<file path="config.mk">
export PLATFORM = sky130hd
export DESIGN_NAME = mixdc_fifo
export DESIGN_NICKNAME = d
export VERILOG_FILES = /design/src/hw/rtl/mixdc_fifo.sv
export SDC_FILE = /design/constraint.sdc
export NUM_CORES = 1
export LEC_CHECK = 0
export BUFFER_PORTS_ARGS = -buffer_cell sky130_fd_sc_hd__buf_2
export CORE_MARGIN = 2
export CORE_UTILIZATION = 43
export CTS_CLUSTER_DIAMETER = 100
export CTS_CLUSTER_SIZE = 14
export DETAILED_ROUTE_END_ITERATION = 16
export SLEW_MARGIN = 20
export SYNTH_ARGS = -nofsm -noshare
export SYNTH_HDL_FRONTEND = slang
export SYNTH_SLANG_ARGS = --single-unit
</file>
<file path="constraint.sdc">
create_clock -name clk -period 4.6 [get_ports clk]
set_clock_uncertainty 0.05 [all_clocks]
set_input_delay 0.46 -clock clk [delete_from_list [all_inputs] [get_ports clk]]
set_output_delay 0.46 -clock clk [all_outputs]
set_load 0.01 [all_outputs]
</file>
<file path="src/hw/rtl/mixdc_fifo.sv">
`timescale 1ns / 1ps
module mixdc_fifo #(
  parameter int WIDTH = 16,
  parameter int DEPTH = 4
) (
  input  logic             clk,
  input  logic             rst,
  input  logic             push,
  input  logic [WIDTH-1:0] wdata,
  output logic             full,
  input  logic             pop,
  output logic [WIDTH-1:0] rdata,
  output logic             nonempty
);

  localparam int PTR_W = (DEPTH > 1) ? $clog2(DEPTH) : 1;
  localparam int CNT_W = $clog2(DEPTH + 1);
  localparam logic [PTR_W-1:0] LAST_PTR = PTR_W'(DEPTH - 1);

  logic [WIDTH-1:0] slots [DEPTH];
  logic [PTR_W-1:0] wr_ptr;
  logic [PTR_W-1:0] rd_ptr;
  logic [CNT_W-1:0] count;

  assign full     = (count == CNT_W'(DEPTH));
  assign nonempty = (count != '0);
  assign rdata    = slots[rd_ptr];

  always_ff @(posedge clk) begin
    if (rst) begin
      wr_ptr <= '0;
      rd_ptr <= '0;
      count  <= '0;
    end else begin
      if (push) begin
        wr_ptr <= (wr_ptr == LAST_PTR) ? '0 : wr_ptr + 1'b1;
      end
      if (pop) begin
        rd_ptr <= (rd_ptr == LAST_PTR) ? '0 : rd_ptr + 1'b1;
      end
      if (push && !pop) begin
        count <= count + 1'b1;
      end else if (pop && !push) begin
        count <= count - 1'b1;
      end
    end
  end

  always_ff @(posedge clk) begin
    if (push) begin
      slots[wr_ptr] <= wdata;
    end
  end

endmodule

</file>
Word level (Yosys, flattened, before mapping) --
Memories as Yosys holds them, arrays and structs flattened. A register that Yosys moved wholly into a read port is not among the register bits. Cells that the tools add are included.
Storage, ports and cells: memories 1, word-level logic and storage cells 25, register bits 7, input port bits 20, bits in writable memories 64
Memory list:
- slots | words 4, bits a word 16, read ports 1, clocked after memory_dff 1, write ports 1, RTL line 20 | logic [WIDTH-1:0] slots [DEPTH];
Operators by class: reductions and logical operators 6, equality and inequality tests 3, $add $sub $neg 4, muxes and demuxes 8
Operators with widths (number):
- $mux W2 | 4
- $mux W3 | 2
- $add A2 B1 Y2 const B | 2
- $eq A2 B2 Y1 const B | 2
- $add A3 B1 Y3 const B | 1
- $eq A3 B3 Y1 const B | 1
- $reduce_bool A3 Y1 | 1
- $sub A3 B1 Y3 const B | 1
- $logic_and A1 B1 Y1 | 2
- $logic_not A1 Y1 | 2
- $mux W1 | 2
- $reduce_bool A2 Y1 | 1

Depth between registers and ports, before layout --
word-level depth 4, depth in mapped cells 7, depth with buffers taken out 7

Worst setup path before layout --
No wires, ideal clock.
path kind input to register, start point input pop, end point register count[2], setup slack 2.828 ns, setup time 0.070 ns, cell stages on the path 7, arrival 1.652 ns, path through inv_1 -> ha_1 -> inv_1 -> fa_1 -> xor2_1 -> or3_1 -> a21oi_1
On the way: cells in the longest elaborated chain, start to end 3, elaborated cells between the ends (all ways) 5, classes of those cells mux (1); reduce/logical (4)
Ends and longest elaborated chain:
- start, declared | RTL line 11 | input logic pop,
- $logic_not A1 Y1 | RTL line 41 | if (push && !pop) begin
- $logic_and A1 B1 Y1 | RTL line 41
- $mux W3 or $reduce_bool A2 Y1 (tied branches)
- end signal, assigned | RTL line 42 | count <= count + 1'b1;
- end signal, assigned | RTL line 44 | count <= count - 1'b1;
- end, declared | RTL line 23 | logic [CNT_W-1:0] count;
Parallel ways exist; a longest one is shown, timed or not. A chain may end at the register's enable or synchronous reset.

==> results.yml <==
synth:
  syn_avg_cell_area_um2: 21.8
  ys.flop_type: "edfxtp_1"
  synth_area_um2: 2790
  synth_nets: 155
  syn_inst: 128
  ys.warnings.count: 0
  synth.distinct_cells: 18
  synth_edf_count: 64
  yosysSeqAreaShare_pct: 75.4
  ys_seq_elements: 73
  synthArstFlopShare_pct: 0
timing:
  hold_viol: 0
  relSlewSlack_pct: 42.6
  drv_slew: 0
  tns_ns: 0
  fin_crit_sh_pct: 50.4
  setup_viol: 0
  worst_slew_pin_slew_ns: 0.861
  period_minus_slack_ns: 2.32
  clock.fmax_mhz: 432
  rsz0062_at_grt: "no"
  holdWs_ns: 0.298
clock_tree:
  cts_tree: "yes"
  cts_sinks: 73
  cts_buffer_depth: 2
  postCtsHoldBufs: 0
  cts_made_buffers: 9
  post_cts_buffers: 0
  path_clk_slew_ns: 0.07
  cts-root-buf: "clkbuf_8"
  cts.repair.resized: 0
  insertion_delay_ns: 0.32
  cts_max_level: 3
grt:
  grt_max_degree: 17
  grt_overflow_total: 0
  grt_pass1_vias: 1412
  antenna_found_initial: 0
  grtUsageTotal_pct: 12.9
  grt_first_pass_wirelength_um: 6800
layout:
  ff_latch_area_um2: 2100
  fin_nets: 199
  syn_to_final_growth_pct: 17.1
  final_layout_size_suffix_gt1_share_pct: 35.0
  fin_area_um2: 3260
  antenna_cells: 0
  multi_input_area_um2: 629
  fillers: 533
setup_path:
  worstSetupStartpointType: "flip-flop"
  end_kind: "primary output"
  cp.arrival_ns: 1.81
  r2r_start: "wr_ptr[0]"
  worst_ep_required_time_ns: 4.09
  slowest_delay_ns: 0.68
  cp_max_fo: 16
  crit_path_top_delay_cell: "dfxtp_2"
  path_class: "reg2out"
  worstPathCellList: "mux4_1, buf_2"
pwr:
  p_leak_nw: 1.17
  total_power_mw: 1.48
  power.density_nw_per_um2: 452
  peakVddDrop_mv: 0.205
job:
  cap_violations: 0
floorplan:
  ios: 38
  rows: 29
  die_area_um2: 7140
  die_w_um: 84.5
  core_um2: 6310
  die_y_um: 84.5
  start_util_pct: 44.2
placement:
  dpl_cell_area_um2: 3030
  port-buffer-count: 37
  dpl.hpwl_um: 2740
  gp_congestion: 0.683
routing:
  drt-total-wl_um: 4300
  vias_per_cell: 5.13
  wl_per_cell_um: 16.9
  drtIter0Drc: 84
  drtAntennaViolNets: 0
  first_pass_iters: 4
  vias: 1304
  drc: 0
outcome:
  status: "complete, no violations"
hold_path:
  min_from: "wdata[0]"
  hold_class: "in2reg"
-- cells by family (layout without fill, tap and decap cells) --
kind of cell	Yosys count	in the layout	share of synthesized area [%]
AOI/OAI and AO/OA	3	3	0.538
xor gates and xnor gates	2	2	0.628
adders and majority gates	7	7	3.41
buffers and inverters	8	57	2.02
DFF	73	73	75.4
muxes	20	20	15.2
and+or+nand+nor	15	15	2.83
-- state kept, by name (all words and copies together) (netlist names), named ones only --
register	flops
count	3
rd_ptr	2
slots	64
wr_ptr	2
-- routing by layer --
metal,global-route usage (%),vias up,wire length (µm)
met5,0,-,0
met4,6.78,0,63
met3,3.93,7,218
met2,22.2,28,2280
met1,14.4,663,1730
li1,-,606,-
-- through the flow --
stage | worst slack (ns) | util [%] | std cells
floorplan | 2.83 | - | 128
global placement | 2.24 | 48.0 | 238
detailed placement | 2.20 | 48.0 | 238
CTS | 1.83 | 51.7 | 254
global route | 2.15 | 51.7 | 254
finish | 2.28 | 51.7 | 254
-- final timing paths --
kind | cells past startpoint | slack [ns] | end
max | 2 | 2.28 | rdata[11]
min | 1 | 0.30 | slots[3][0]
max reg2reg | 2 | 2.91 | slots[3][3]
min reg2reg | 2 | 0.48 | count[2]
-- cells in the final DEF, fill, tap and decap left out --
cell	Yosys	final
mux4_1	6	6
clkbuf_8	0	9
fa_1	1	1
xor2_1	2	2
a21oi_1	2	2
ha_1	6	6
inv_1	4	4
nor3b_1	2	2
or3_1	2	2
mux4_2	10	10
bufinv_16	0	3
dfxtp_1	9	8
clkbuf_1	0	2
edfxtp_1	64	64
clkinv_4	0	1
mux2i_1	4	4
and2_1	4	4
clkinv_2	0	1
buf_2	2	37
o21ai_0	1	1
nor2_1	7	7
dfxtp_2	0	1
-- layout make-up --
type | instances | share of cell area [%]
clock buffer | 11 | 4.02
clock inverter | 5 | 3.18
inverter | 4 | 0.460
multi-input combinational | 47 | 19.3
sequential | 73 | 64.4
tap | 77 | 2.95
timing repair buffer | 37 | 5.67
-- worst max-delay path, delay by kind of cell, from the launching register on --
kind / cells / cell delay [ns]
buffers and inverters: 1 / 0.16
flip-flops: 1 / 0.68
multiplexers: 1 / 0.64
-- Yosys cell counts (all sizes together), types with 4 or more instances --
cell type  count  area share, %
ha             6            2.7
edfxtp        64             69
nor2           7           0.94
mux2i          4            1.4
buf            4            1.5
dfxtp          9            6.5
inv            4           0.54
mux4          16             14
and2           4           0.90
-- report_power, final --
part	internal, mW	switching, mW
Clock	0.361	0.211
Sequential	0.756	0.0224
Combinational	0.0623	0.0625
Total	1.18	0.296
No activity file was read; power rests on OpenSTA's default activity.
