$ cat src/hw/rtl/mixdc_pkg.sv
`timescale 1ns / 1ps
package mixdc_pkg;

  localparam int PHASE_W     = 27;
  localparam int PERIOD_W    = 25;
  localparam int BLK_CFG_W   = 11;
  localparam int ATTEN_W     = 4;
  localparam int NUM_CH      = 4;
  localparam int MIX_W       = 16;
  localparam int RAW_W       = 18;
  localparam int SAMPLE_W    = 17;
  localparam int IN_TDATA_W  = 24;
  localparam int OUT_TDATA_W = 24;
  localparam int CFG_DATA_W  = 32;
  localparam int CFG_ADDR_W  = 3;
  localparam int QUEUE_DEPTH = 4;

  localparam int BEEP_BIT      = NUM_CH + NUM_CH * ATTEN_W;
  localparam int FULL_SCALE    = 32768;
  localparam int DEFAULT_BLOCK = 128;

  // round(sum / 5) = floor((2 * sum + 5) / 10), by reciprocal
  localparam int               DIV10_IN_W   = RAW_W + 1;
  localparam int               DIV10_MULT_W = 20;
  localparam int               DIV10_SHIFT  = 23;
  localparam logic [19:0]      DIV10_MULT   = 20'd838861;

  localparam logic [MIX_W-1:0] VOL_Q15 [16] = '{
    16'd32768, 16'd26028, 16'd20677, 16'd16423, 16'd13045, 16'd10361, 16'd8231, 16'd6537,
    16'd5194,  16'd4125,  16'd3277,  16'd2602,  16'd2068,  16'd1642,  16'd1304, 16'd0
  };

  typedef enum logic {
    REG_TICK_PERIOD  = 1'b0,
    REG_BLOCK_LENGTH = 1'b1
  } reg_idx_t;

  typedef struct packed {
    logic                load_period;
    logic [PERIOD_W-1:0] period;
  } front_ctl_t;

  typedef struct packed {
    logic clr_window;
    logic clr_block;
  } back_ctl_t;

endpackage

$ cat src/hw/rtl/mixdc_front.sv
`timescale 1ns / 1ps
module mixdc_front
  import mixdc_pkg::*;
#(
  parameter int TICK_STEP = 128
) (
  input  logic                  clk,
  input  logic                  rst,
  input  front_ctl_t            ctl,
  input  logic                  s_tvalid,
  output logic                  s_tready,
  input  logic [IN_TDATA_W-1:0] s_tdata,
  output logic                  push,
  output logic [MIX_W-1:0]      push_data,
  input  logic                  full
);

  localparam logic signed [PHASE_W:0] STEP      = (PHASE_W + 1)'(TICK_STEP);
  localparam logic signed [PHASE_W:0] PHASE_MIN = {2'b11, {(PHASE_W - 1){1'b0}}};

  logic signed [PHASE_W-1:0]                phase;
  logic signed [PHASE_W-1:0]                phase_next;
  logic signed [PHASE_W:0]                  ph_dec;
  logic signed [PHASE_W:0]                  ph_sat;
  logic signed [PHASE_W:0]                  ph_after;
  logic                                     hit;
  logic                                     enabled;
  logic                                     accept;
  logic [RAW_W-1:0]                         raw_sum;
  logic                                     f_valid;
  logic [RAW_W-1:0]                         f_sum;
  logic [DIV10_IN_W-1:0]                    div_in;
  logic [DIV10_IN_W+DIV10_MULT_W-1:0]       div_prod;

  assign enabled  = (ctl.period != '0);
  assign accept   = s_tvalid && s_tready;
  assign s_tready = !f_valid || !full;
  assign push     = f_valid && !full;

  assign ph_dec   = {phase[PHASE_W-1], phase} - STEP;
  assign ph_sat   = (ph_dec < PHASE_MIN) ? PHASE_MIN : ph_dec;
  assign hit      = ph_sat[PHASE_W] || (ph_sat == '0);
  assign ph_after = ph_sat + $signed({{(PHASE_W + 1 - PERIOD_W){1'b0}}, ctl.period});

  always_comb begin
    phase_next = hit ? ph_after[PHASE_W-1:0] : ph_sat[PHASE_W-1:0];
  end

  always_comb begin
    raw_sum = s_tdata[BEEP_BIT] ? RAW_W'(FULL_SCALE) : '0;
    for (int ch = 0; ch < NUM_CH; ch++) begin
      if (s_tdata[ch]) begin
        raw_sum = raw_sum + RAW_W'(VOL_Q15[s_tdata[NUM_CH + ATTEN_W * ch +: ATTEN_W]]);
      end
    end
  end

  always_ff @(posedge clk) begin
    if (rst) begin
      phase   <= '0;
      f_valid <= 1'b0;
    end else begin
      if (ctl.load_period) begin
        phase <= $signed({{(PHASE_W - PERIOD_W){1'b0}}, ctl.period});
      end else if (accept && enabled) begin
        phase <= phase_next;
      end
      if (accept) begin
        f_valid <= enabled && hit;
      end else if (push) begin
        f_valid <= 1'b0;
      end
    end
  end

  always_ff @(posedge clk) begin
    if (accept) begin
      f_sum <= raw_sum;
    end
  end

  assign div_in    = {f_sum, 1'b0} + DIV10_IN_W'(5);
  assign div_prod  = div_in * DIV10_MULT;
  assign push_data = div_prod[DIV10_SHIFT +: MIX_W];

endmodule

$ cat config.mk
export PLATFORM = sky130hd
export DESIGN_NAME = mixdc_front
export DESIGN_NICKNAME = d
export VERILOG_FILES = /design/src/hw/rtl/mixdc_pkg.sv /design/src/hw/rtl/mixdc_front.sv
export SDC_FILE = /design/constraint.sdc
export NUM_CORES = 1
export LEC_CHECK = 0
export ABC_AREA = 1
export BUFFER_PORTS_ARGS = -buffer_cell sky130_fd_sc_hd__buf_2
export CAP_MARGIN = 20
export CORE_ASPECT_RATIO = 1.4
export CORE_MARGIN = 5
export CORE_UTILIZATION = 45
export DETAILED_ROUTE_END_ITERATION = 6
export PLACE_DENSITY_LB_ADDON = 0.1
export SLEW_MARGIN = 15
export SYNTH_ARGS = -nofsm -noshare
export SYNTH_HDL_FRONTEND = slang
export SYNTH_SLANG_ARGS = --single-unit
$ cat constraint.sdc
create_clock -name clk -period 18.16 [get_ports clk]
set_clock_uncertainty 0.1 [all_clocks]
set_input_delay 4.54 -clock clk [delete_from_list [all_inputs] [get_ports clk]]
set_output_delay 4.54 -clock clk [all_outputs]
set_load 0.1 [all_outputs]
# == Yosys cells after proc, flatten, opt, wreduce, memory -nomap -nowiden ==
# Memories as Yosys holds them, arrays and structs flattened.
# Cells that the tools add are included.
# totals
reg_bits,46
mem_bits_ro,1024
memories,4
# memory_table
name,depth,word_bits,rd,rd_ports_with_merged_regs,write_ports,line_no,rtl
(name not given),16,16,1,0,0,mixdc_front.sv:53,raw_sum = raw_sum + RAW_W'(VOL_Q15[s_tdata[NUM_CH + ATTEN_W * ch +: ATTEN_W]]);
(name not given),16,16,1,0,0,mixdc_front.sv:53,
(name not given),16,16,1,0,0,mixdc_front.sv:53,
(name not given),16,16,1,0,0,mixdc_front.sv:53,
# op_classes
add_sub_neg,7
multipliers,1
magnitude_cmp,5
mux,19
n_bitwise,4
n_reduce_logical,13
# ops
op,n
16-bit 2-to-1 mux,9
18-bit by 16-bit adder with 18-bit output,3
18-bit 2-to-1 mux,3
25-bit 2-to-1 mux,2
19-bit by 20-bit multiplier with 39-bit output (second input constant),1
28-bit logical NOT,1
28-bit by 27-bit less-than comparator with 1-bit output (second input constant),1
28-bit 2-to-1 mux,1
27-bit by 9-bit subtractor with 28-bit output (second input constant),1
27-bit by 26-bit adder with 27-bit output,1
27-bit 2-to-1 mux,1
25-bit nonzero test,1
5-bit greater-or-equal comparator (second input constant),4
4-bit inverter with 5-bit output,4
19-bit by 3-bit adder with 19-bit output (second input constant),1
16-bit by 16-bit adder with 17-bit output,1
17-bit 2-to-1 mux,1
1-bit logical AND,4
2-bit nonzero test,2
1-bit logical NOT,2
1-bit logical OR,2
1-bit 2-to-1 mux,2
2-bit OR reduction,1

# == Depth between registers and ports, before layout ==
# Gate-level depths: netlist of run 1.
# logic_depth
ltp_word,12
mapped_depth,39

# == Worst setup path after synthesis of run 1 ==
# OpenSTA, ideal clock, no wires.
# synth_timing
kind,reg2out
start,register f_sum[1]
end,output port push_data[14]
t_arrival_ps,6459
required_time_ps,13520
setup_slack_ps,7061
path_stages_with_launch,32
path_buffers,1
cell_sequence,edfxtp_1 > ha_1 > nand3_1 > inv_1 > nand3_1 > nor3_1 > inv_1 > nor4_1 > nand2_1 > xnor2_1 > ha_1 > inv_1 > fa_1 > fa_1 > fa_1 > inv_1 > fa_1 > inv_1 > fa_1 > inv_1 > ha_1 > nand2_1 > nor2_1 > inv_1 > o21ai_0 > a21oi_1 > nand2_1 > a21o_1 > nand2_1 > nand2_1 > xor2_1 > buf_4
# synth_between
elab_chain_len,2
# synth_lines
item,line_no,rtl
"start, declared",mixdc_front.sv:31,logic [RAW_W-1:0] f_sum;
"start signal, assigned",mixdc_front.sv:78,f_sum <= raw_sum;
19-bit by 3-bit adder with 19-bit output,mixdc_front.sv:82,"assign div_in = {f_sum, 1'b0} + DIV10_IN_W'(5);"
19-bit by 20-bit multiplier with 39-bit output,mixdc_front.sv:83,assign div_prod = div_in * DIV10_MULT;
"end, declared",mixdc_front.sv:14,"output logic [MIX_W-1:0] push_data,"
# Every way passes these cells.

# == Worst setup path in the final report of run 1 ==
# layout_timing
start,register f_sum[1]
end,output port push_data[15]
# The elaborated chain is that of the path after synthesis.

==> results of run 1 <==
## worst min path at each step
| stage | end | cells past startpoint | slack (ns) | start |
|---|---|---|---|---|
| finish | f_valid | 2 | 0.41 | f_valid |
| global route | f_valid | 2 | 0.44 | f_valid |
| CTS | f_valid | 2 | 0.42 | f_valid |
| detailed placement | f_valid | 2 | 0.41 | f_valid |
| global placement | f_valid | 2 | 0.41 | f_valid |
| floorplan | phase[26] | 2 | 0.45 | phase[26] |
## registers in the layout, summed over array words and instances (netlist names)
name	cells
f_valid	1
f_sum	18
phase	27
## routing by layer
layer / track usage [%] / vias to the layer above
li1: - / 7141
met1: 25.5 / 6399
met2: 44.7 / 339
met3: 1.77 / 78
met4: 9.09 / 2
met5: 0 / -
## cells in the final DEF (no fill, tap or decap), types with 4 or more instances in the layout
cell type / count
a21boi_0: 5
o21ai_1: 6
o21ai_0: 137
nand2_1: 396
nor2_1: 190
o2111ai_1: 5
nor4_1: 12
nor2_2: 8
nand2_2: 4
or2_2: 12
clkbuf_16: 5
a31oi_1: 25
edfxtp_1: 18
o22ai_1: 14
o21a_1: 13
a21o_1: 13
nand4_1: 16
o211ai_1: 7
o21bai_1: 5
ha_1: 235
a21oi_1: 157
nor3_1: 18
xor2_1: 64
xnor2_1: 37
fa_1: 99
a211oi_1: 7
nand3_1: 120
a221oi_1: 4
buf_2: 68
nand3b_1: 6
dfxtp_1: 28
inv_2: 4
inv_1: 460
## worst min-delay path, delay by kind of cell (launching register included)
kind               cells  cell delay, ns
DFF                    1            0.31
AOI/OAI and AO/OA      1            0.06
and+or+nand+nor        1            0.10
## stage by stage
| stage | instance area, um^2 | utilization [%] | worst slack (ns) |
|---|---|---|---|
| 2_1_floorplan | 14600 | - | 7.06 |
| 3_3_place_gp | 15200 | 47.2 | 5.99 |
| 3_5_place_dp | 15200 | 47.2 | 5.92 |
| 4_1_cts | 15400 | 47.7 | 5.59 |
| 5_1_grt | 15400 | 47.7 | 5.06 |
| 6_report | 15400 | 47.7 | 5.75 |
## cells in the mapped netlist, types with 8 or more instances
library cell  number  area share (%)
o21ai_0          137             4.7
clkbuf_1          22            0.56
inv_1            460              12
buf_4             17            0.87
ha_1             235              20
dfxtp_1           28             3.8
nor4_1            12            0.51
a21o_1            13            0.67
or2_2             12            0.51
a31oi_1           25             1.1
fa_1              99              14
nor2_1           190             4.9
edfxtp_1          18             3.7
nand2_1          396              10
nor3_1            18            0.62
xor2_1            64             3.8
nand4_1           16            0.68
o22ai_1           14            0.60
nand3_1          120             4.1
nor2_2             8            0.34
a21oi_1          157             5.4
o21a_1            13            0.67
xnor2_1           37             2.2
## final cells by class
class                           instances  area (um^2)  share of cell area, %
Antenna cell                            2         5.00                 0.0325
Inverter                              466         1750                   11.4
Sequential cell                        46         1100                   7.15
Clock inverter                          2         37.5                  0.244
Clock buffer                            6          129                  0.837
Multi-Input combinational cell       1638        11500                   74.5
Tap cell                              440          551                   3.57
Timing Repair Buffer                   70          355                   2.31
## cell families after synthesis
group / after synthesis / share of synthesized area, %
adder cells (fa/ha/maj): 334 / 33.6
AND/OR/NAND/NOR: 793 / 23.0
flip-flops: 46 / 7.52
XOR/XNOR: 101 / 6.04
AO/OA/AOI/OAI: 410 / 15.7
buffers and inverters: 519 / 14.0
==> impl_metrics.csv, run 1 <==
group,metric,value,unit
setup_path,r2r_slack,13.05,ns
grt,antenna_found_initial,2,
synth,ys_warn_count,0,
cts,cts.sinks,46,
setup_path,critPathCapture,"push_data[15]",
outcome,status,"finished clean",
cells_and_area,drive_gt1_share,5.21,%
detailed_routing,wl_met2,22700,um
grt,grt_overflow_total,0,
setup_path,cpMostUsedCell,"inv_1",
cts,holdBufCountCts,0,
cells_and_area,stdcell_count,2670,
sta,finalMaxSlewViolations,0,
sta,final-setup-viol-count,0,
die,die_y,223,um
cells_and_area,fill_cells,3425,
detailed_routing,via_per_inst,5.23,
detailed_routing,wl_per_cell,15.8,um
grt,grt_pass1_wl,68100,um
sta,fmax,80.6,MHz
detailed_routing,wl_met1,16400,um
cells_and_area,nets,2615,
synth,ys.flop_type,"dfxtp_1",
placed_design,hpwl,36600,um
cts,cts_setup_buffers,0,
setup_path,criticalPathCategory,"register to primary output",
die,die_w,162,um
die,start_util,45.3,%
setup_path,cp.required,13.52,ns
synth,synthDistinctLibCells,51,
placed_design,gp_congestion,0.949,
detailed_routing,vias,14000,
die,rows,78,
setup_path,rr_startpoint,"phase[7]",
detailed_routing,ant_nets,0,
placed_design,io_buffers,68,
sta,tns,0,ns
die,core_area,32300,um^2
setup_path,path_buf_inv,9,
setup_path,crit_arrival,7.77,ns
setup_path,worstSetupPathDepth,30,
sta,relSlewSlack,45.4,%
synth,syn_nets,2591,
sta,worst_pin_slew,0.817,ns
setup_path,slowest_stage,"fa_1",
synth,netlist_area,14600,um^2
grt,grt_max_degree,29,
setup_path,worstRegToRegCells,21,
job,drv_cap,0,
grt,gr-usage-all-layers,23.0,%
die,die-area,36300,um^2
sta,fin_crit,12.41,ns
worst_hold_path,hp-class,"register to register",
synth,syn_avg_cell_area,6.64,um^2
synth,ys_ff_latch,46,
detailed_routing,finalWirelength,42200,um
sta,rsz0062_at_grt,"false",
detailed_routing,wl_met3,1300,um
cts,cts_buffer_depth,2,
setup_path,cp-start-kind,"register",
detailed_routing,routed.top_layer,"met5",
cts,htree_num_levels,2,
setup_path,end_kind,"primary output",
setup_path,cp_top_family,"adder cells",
setup_path,crit_path_max_fanout,5,
setup_path,cpPeakStageDelay,0.58,ns
sta,finalHoldViolCount,0,
cts,numCtsBuffers,5,
placed_design,numPlacedInstances,2660,
synth,async_reset_ff_share,0,%
cts,cts.root.buffer_cell,"clkbuf_16",
grt,first_global_vias,13800,
synth,synth_edf_count,18,
sta,post-route-period-util,68.3,%
cts,clk_latency,0.30,ns
cells_and_area,syn_to_final_growth,5.28,%
cts,cts_resized,0,
setup_path,reg2reg_to,"phase[24]",
synth,yosysSeqAreaShare,7.52,%
sta,whs,0.414,ns
detailed_routing,drt-initial-drc-count,817,
synth,synth_cells,2203,
cts,tritoncts,"yes",
detailed_routing,drt_pass1_iterations,5,
detailed_routing,drc_errors,0,
cts,path_clk_slew,0.07,ns
setup_path,critPathLaunch,"f_sum[1]",
die,pin_count,72,
Power of run 1 is left out: the tool's default activity adds up to more than one toggle a clock period on the data nets, which glitch-free logic cannot reach.
==> run 2, diff against run 1 <==
clock period = 10.55 ns   (was 18.16 ns; I/O delays follow)
==> run 2 against run 1 <==
Against the previous run: die area unchanged; sequential cell count unchanged; critical path depth increased by 1; largest cell class unchanged; highest routed layer unchanged.
==> impl_metrics.csv, run 2 (same netlist as run 1, synthesis figures left out) <==
group,metric,value,unit
cts,htree_num_levels,2,
cts,tritoncts,"yes",
cells_and_area,top_register,"phase",
sta,fin_crit,10.01,ns
worst_hold_path,hp-class,"register to register",
die,die_w,162,um
grt,first_global_vias,14000,
cts,clk_latency,0.30,ns
die,pin_count,72,
detailed_routing,wl_per_cell,15.8,um
die,die-area,36300,um^2
sta,final-setup-viol-count,0,
placed_design,gp_congestion,0.973,
cells_and_area,mostFrequentLayoutCell,"inv_1",
detailed_routing,ant_nets,0,
die,core_area,32300,um^2
job,drv_cap,0,
setup_path,cpPeakStageDelay,0.57,ns
cts,cts.sinks,46,
sta,final.setup.worst_slack,0.543,ns
setup_path,end_kind,"primary output",
cells_and_area,syn_to_final_growth,5.97,%
cells_and_area,nets,2617,
setup_path,crit_path_max_fanout,5,
die,die_y,223,um
placed_design,hpwl,36500,um
grt,antenna_found_initial,4,
setup_path,crit_arrival,7.27,ns
setup_path,slowest_stage,"fa_1",
setup_path,criticalPathCategory,"register to primary output",
grt,grt_pass1_wl,68600,um
outcome,status,"finished clean",
sta,whs,0.422,ns
cts,numCtsBuffers,5,
setup_path,cp.required,7.81,ns
grt,grt_max_degree,29,
sta,fmax,99.9,MHz
sta,post-route-period-util,94.9,%
detailed_routing,drt_pass1_iterations,5,
sta,finalHoldViolCount,0,
sta,relSlewSlack,44.3,%
cells_and_area,final_cell_mix,"inv_1, nand2_1, ha_1",
cells_and_area,fill_cells,3407,
cells_and_area,largest_reg_flops,27,
sta,rsz0062_at_grt,"false",
detailed_routing,finalWirelength,42300,um
cells_and_area,multi_input_area,11500,um^2
grt,gr-usage-all-layers,23.1,%
cts,path_clk_slew,0.07,ns
die,rows,78,
cts,cts_buffer_depth,2,
detailed_routing,drt-initial-drc-count,743,
setup_path,cp-start-kind,"register",
sta,worst_pin_slew,0.834,ns
grt,grt_overflow_total,0,
placed_design,io_buffers,68,
die,start_util,45.3,%
detailed_routing,via_per_inst,5.25,
detailed_routing,drc_errors,0,
sta,tns,0,ns
sta,finalMaxSlewViolations,0,
cells_and_area,seq_area,1100,um^2
cts,holdBufCountCts,0,
cells_and_area,top_regs,"phase: 27 flops, f_sum: 18 flops, f_valid: 1 flops",
setup_path,cpMostUsedCell,"inv_1",
cts,cts.root.buffer_cell,"clkbuf_16",
placed_design,post-place-ws,0.253,ns
detailed_routing,vias,14000,
cells_and_area,drive_gt1_share,5.65,%
[run 2: cell types whose count changed in the layout (fill, tap and decap cells not counted), sizes merged]
cell | before | now
diode | 2 | 1
clkinv | 2 | 3
clkbuf | 6 | 9
buf | 70 | 69
clkinvlp | 1 | 0
[run 2: critical path: cells and delay by family, from the launching register on]
family          cells  cell delay (ns)
simple gates       10             1.33
fa+ha+maj           8             3.59
buf+inv             8             0.91
xor+xnor            2             0.31
compound gates      3             0.40
flops               1             0.42
[run 2: final timing paths]
kind | start | end | slack, ns | cells after the start
max reg2reg | phase[7] | phase[24] | 5.57 | 21
min | f_valid | f_valid | 0.42 | 2
max | f_sum[1] | push_data[14] | 0.54 | 31
min reg2reg | f_valid | f_valid | 0.42 | 2
[run 2: routing by layer]
metal	share of wire (%)	track usage (%)	vias up
met5	0.11	0	-
met4	3.5	7.97	6
met3	3.2	1.61	73
met2	54	45.4	323
met1	39	25.6	6477
li1	-	-	7131
[run 2: final cells by class]
class                   count  area share [%]
diodes                      1          0.0161
repair buffers             72            2.48
multi-input cells        1638            74.4
clock buffers               6           0.968
inverters                 466            11.3
clock inverters             2           0.218
well taps                 440            3.55
flip-flops and latches     46            7.10
[run 2: repair_timing]
action | in CTS | in global routing
buffers inserted | 0 | 1
resized for setup | 1 | 13
pin swaps | 0 | 0
endpoints found under the setup margin | 1 | 14
cloned | 0 | 0
[run 2: metrics by stage]
step | utilization, % | cell area (um^2) | std cells
after floorplan | - | 14600 | 2203
after global placement | 47.2 | 15200 | 2661
after detailed placement | 47.2 | 15200 | 2661
after CTS | 47.8 | 15400 | 2669
after global routing | 48.0 | 15500 | 2671
final | 48.0 | 15500 | 2671
Power of run 2 is left out for the same reason.
==> run 3, diff against run 2 <==
==> constraint.sdc (replaced) <==
create_clock -name clk -period 10.55 [get_ports clk]
set_clock_uncertainty 0.1 [all_clocks]
set_input_delay 2.11 -clock clk [delete_from_list [all_inputs] [get_ports clk]]
set_output_delay 2.11 -clock clk [all_outputs]
set_load 0.1 [all_outputs]
==> run 3 against run 2 <==
Against the previous run: non-clock buffer count fell by 3; critical path depth shrank 1; sequential share of layout area barely moved; die area is the same; final cell count down 0.11%; routed wire length decreased by 0.42%; count of clock-buffer cells in the layout is the same.
==> impl_metrics.csv, run 3 (same netlist as run 1, synthesis figures left out) <==
group,metric,value,unit
placed_design,numPlacedInstances,2659,
grt,first_global_vias,13800,
setup_path,slowest_stage,"fa_1",
detailed_routing,wl_per_cell,15.8,um
outcome,status,"finished clean",
sta,rsz0062_at_grt,"false",
cells_and_area,syn_to_final_growth,5.34,%
placed_design,place_area,15200,um^2
die,rows,78,
sta,final-setup-viol-count,0,
cells_and_area,nets,2614,
grt,antenna_found_initial,3,
sta,finalHoldViolCount,0,
die,pin_count,72,
cts,cts_buffer_depth,2,
die,start_util,45.3,%
cells_and_area,top_regs,"phase: 27 flops, f_sum: 18 flops, f_valid: 1 flops",
grt,grt_pass1_wl,67900,um
detailed_routing,finalWirelength,42100,um
detailed_routing,ant_nets,0,
grt,grt_max_degree,29,
cells_and_area,largest_reg_flops,27,
setup_path,cp.required,8.34,ns
cells_and_area,final_cell_mix,"inv_1, nand2_1, ha_1",
cts,cts.sinks,46,
worst_hold_path,hp-class,"register to register",
die,die-area,36300,um^2
placed_design,gp_congestion,0.969,
sta,tns,0,ns
sta,post-route-period-util,92.8,%
detailed_routing,drc_errors,0,
cells_and_area,stdcell_count,2668,
detailed_routing,via_per_inst,5.21,
die,core_area,32300,um^2
cells_and_area,fin_area,15400,um^2
die,die_w,162,um
setup_path,cp-start-kind,"register",
detailed_routing,vias,13900,
cts,clk_latency,0.30,ns
sta,fmax,102,MHz
grt,gr-usage-all-layers,22.9,%
cts,htree_num_levels,2,
placed_design,hpwl,36500,um
sta,finalMaxSlewViolations,0,
job,drv_cap,0,
setup_path,crit_arrival,7.58,ns
detailed_routing,drt_pass1_iterations,6,
cells_and_area,top_register,"phase",
setup_path,crit_path_max_fanout,5,
cells_and_area,mostFrequentLayoutCell,"inv_1",
setup_path,cpMostUsedCell,"inv_1",
sta,fin_crit,9.79,ns
setup_path,criticalPathCategory,"register to primary output",
cts,tritoncts,"yes",
grt,grt_overflow_total,0,
cts,holdBufCountCts,0,
placed_design,io_buffers,68,
setup_path,cpPeakStageDelay,0.58,ns
cts,numCtsBuffers,5,
cts,cts.root.buffer_cell,"clkbuf_16",
cts,path_clk_slew,0.07,ns
setup_path,end_kind,"primary output",
cells_and_area,drive_gt1_share,5.16,%
cells_and_area,fin_util,47.7,%
sta,worst_pin_slew,0.855,ns
die,die_y,223,um
detailed_routing,drt-initial-drc-count,907,
sta,relSlewSlack,42.4,%
run 3: final timing paths:
| path | start | slack, ns | cells past startpoint | to |
|---|---|---|---|---|
| max | f_sum[1] | 0.76 | 30 | push_data[15] |
| min | f_valid | 0.43 | 2 | f_valid |
| max reg2reg | phase[12] | 5.45 | 21 | phase[24] |
| min reg2reg | f_valid | 0.43 | 2 | f_valid |
run 3: cell type report:
| cell class | count | area, um^2 |
|---|---|---|
| flip-flops and latches | 46 | 1100 |
| clock buffers | 6 | 150 |
| fillers | 3454 | 16900 |
| diodes | 1 | 2.50 |
| well taps | 440 | 551 |
| multi-input cells | 1638 | 11500 |
| inverters | 466 | 1750 |
| repair buffers | 69 | 350 |
| clock inverters | 2 | 33.8 |
run 3: layer usage:
metal / track usage (%) / wire length (um) / share of wire [%]
met3: 1.59 / 1570 / 3.7
met2: 43.5 / 22100 / 53
met4: 10.3 / 2150 / 5.1
met5: 0 / 27 / 0.064
met1: 25.7 / 16200 / 39
run 3: critical path: cells and delay by family (launching register included):
| kind | cells | cell delay (ns) |
|---|---|---|
| fa+ha+maj | 8 | 3.52 |
| buf+inv | 9 | 0.90 |
| xor+xnor | 2 | 0.48 |
| simple gates | 11 | 1.93 |
| flops | 1 | 0.43 |
run 3: timing repair:
action | 4_1_cts | 5_1_grt
endpoints found under the setup margin | 0 | 1
buffers inserted | 0 | 0
resized for setup | 0 | 1
run 3: through the flow:
stage          setup slack (ns)  hold WS (ns)
2_1_floorplan              1.88         0.449
3_3_place_gp              0.865         0.404
3_5_place_dp              0.865         0.418
4_1_cts                   0.532         0.429
5_1_grt                  0.0577         0.441
6_report                  0.761         0.427
Power of run 3 is left out for the same reason.
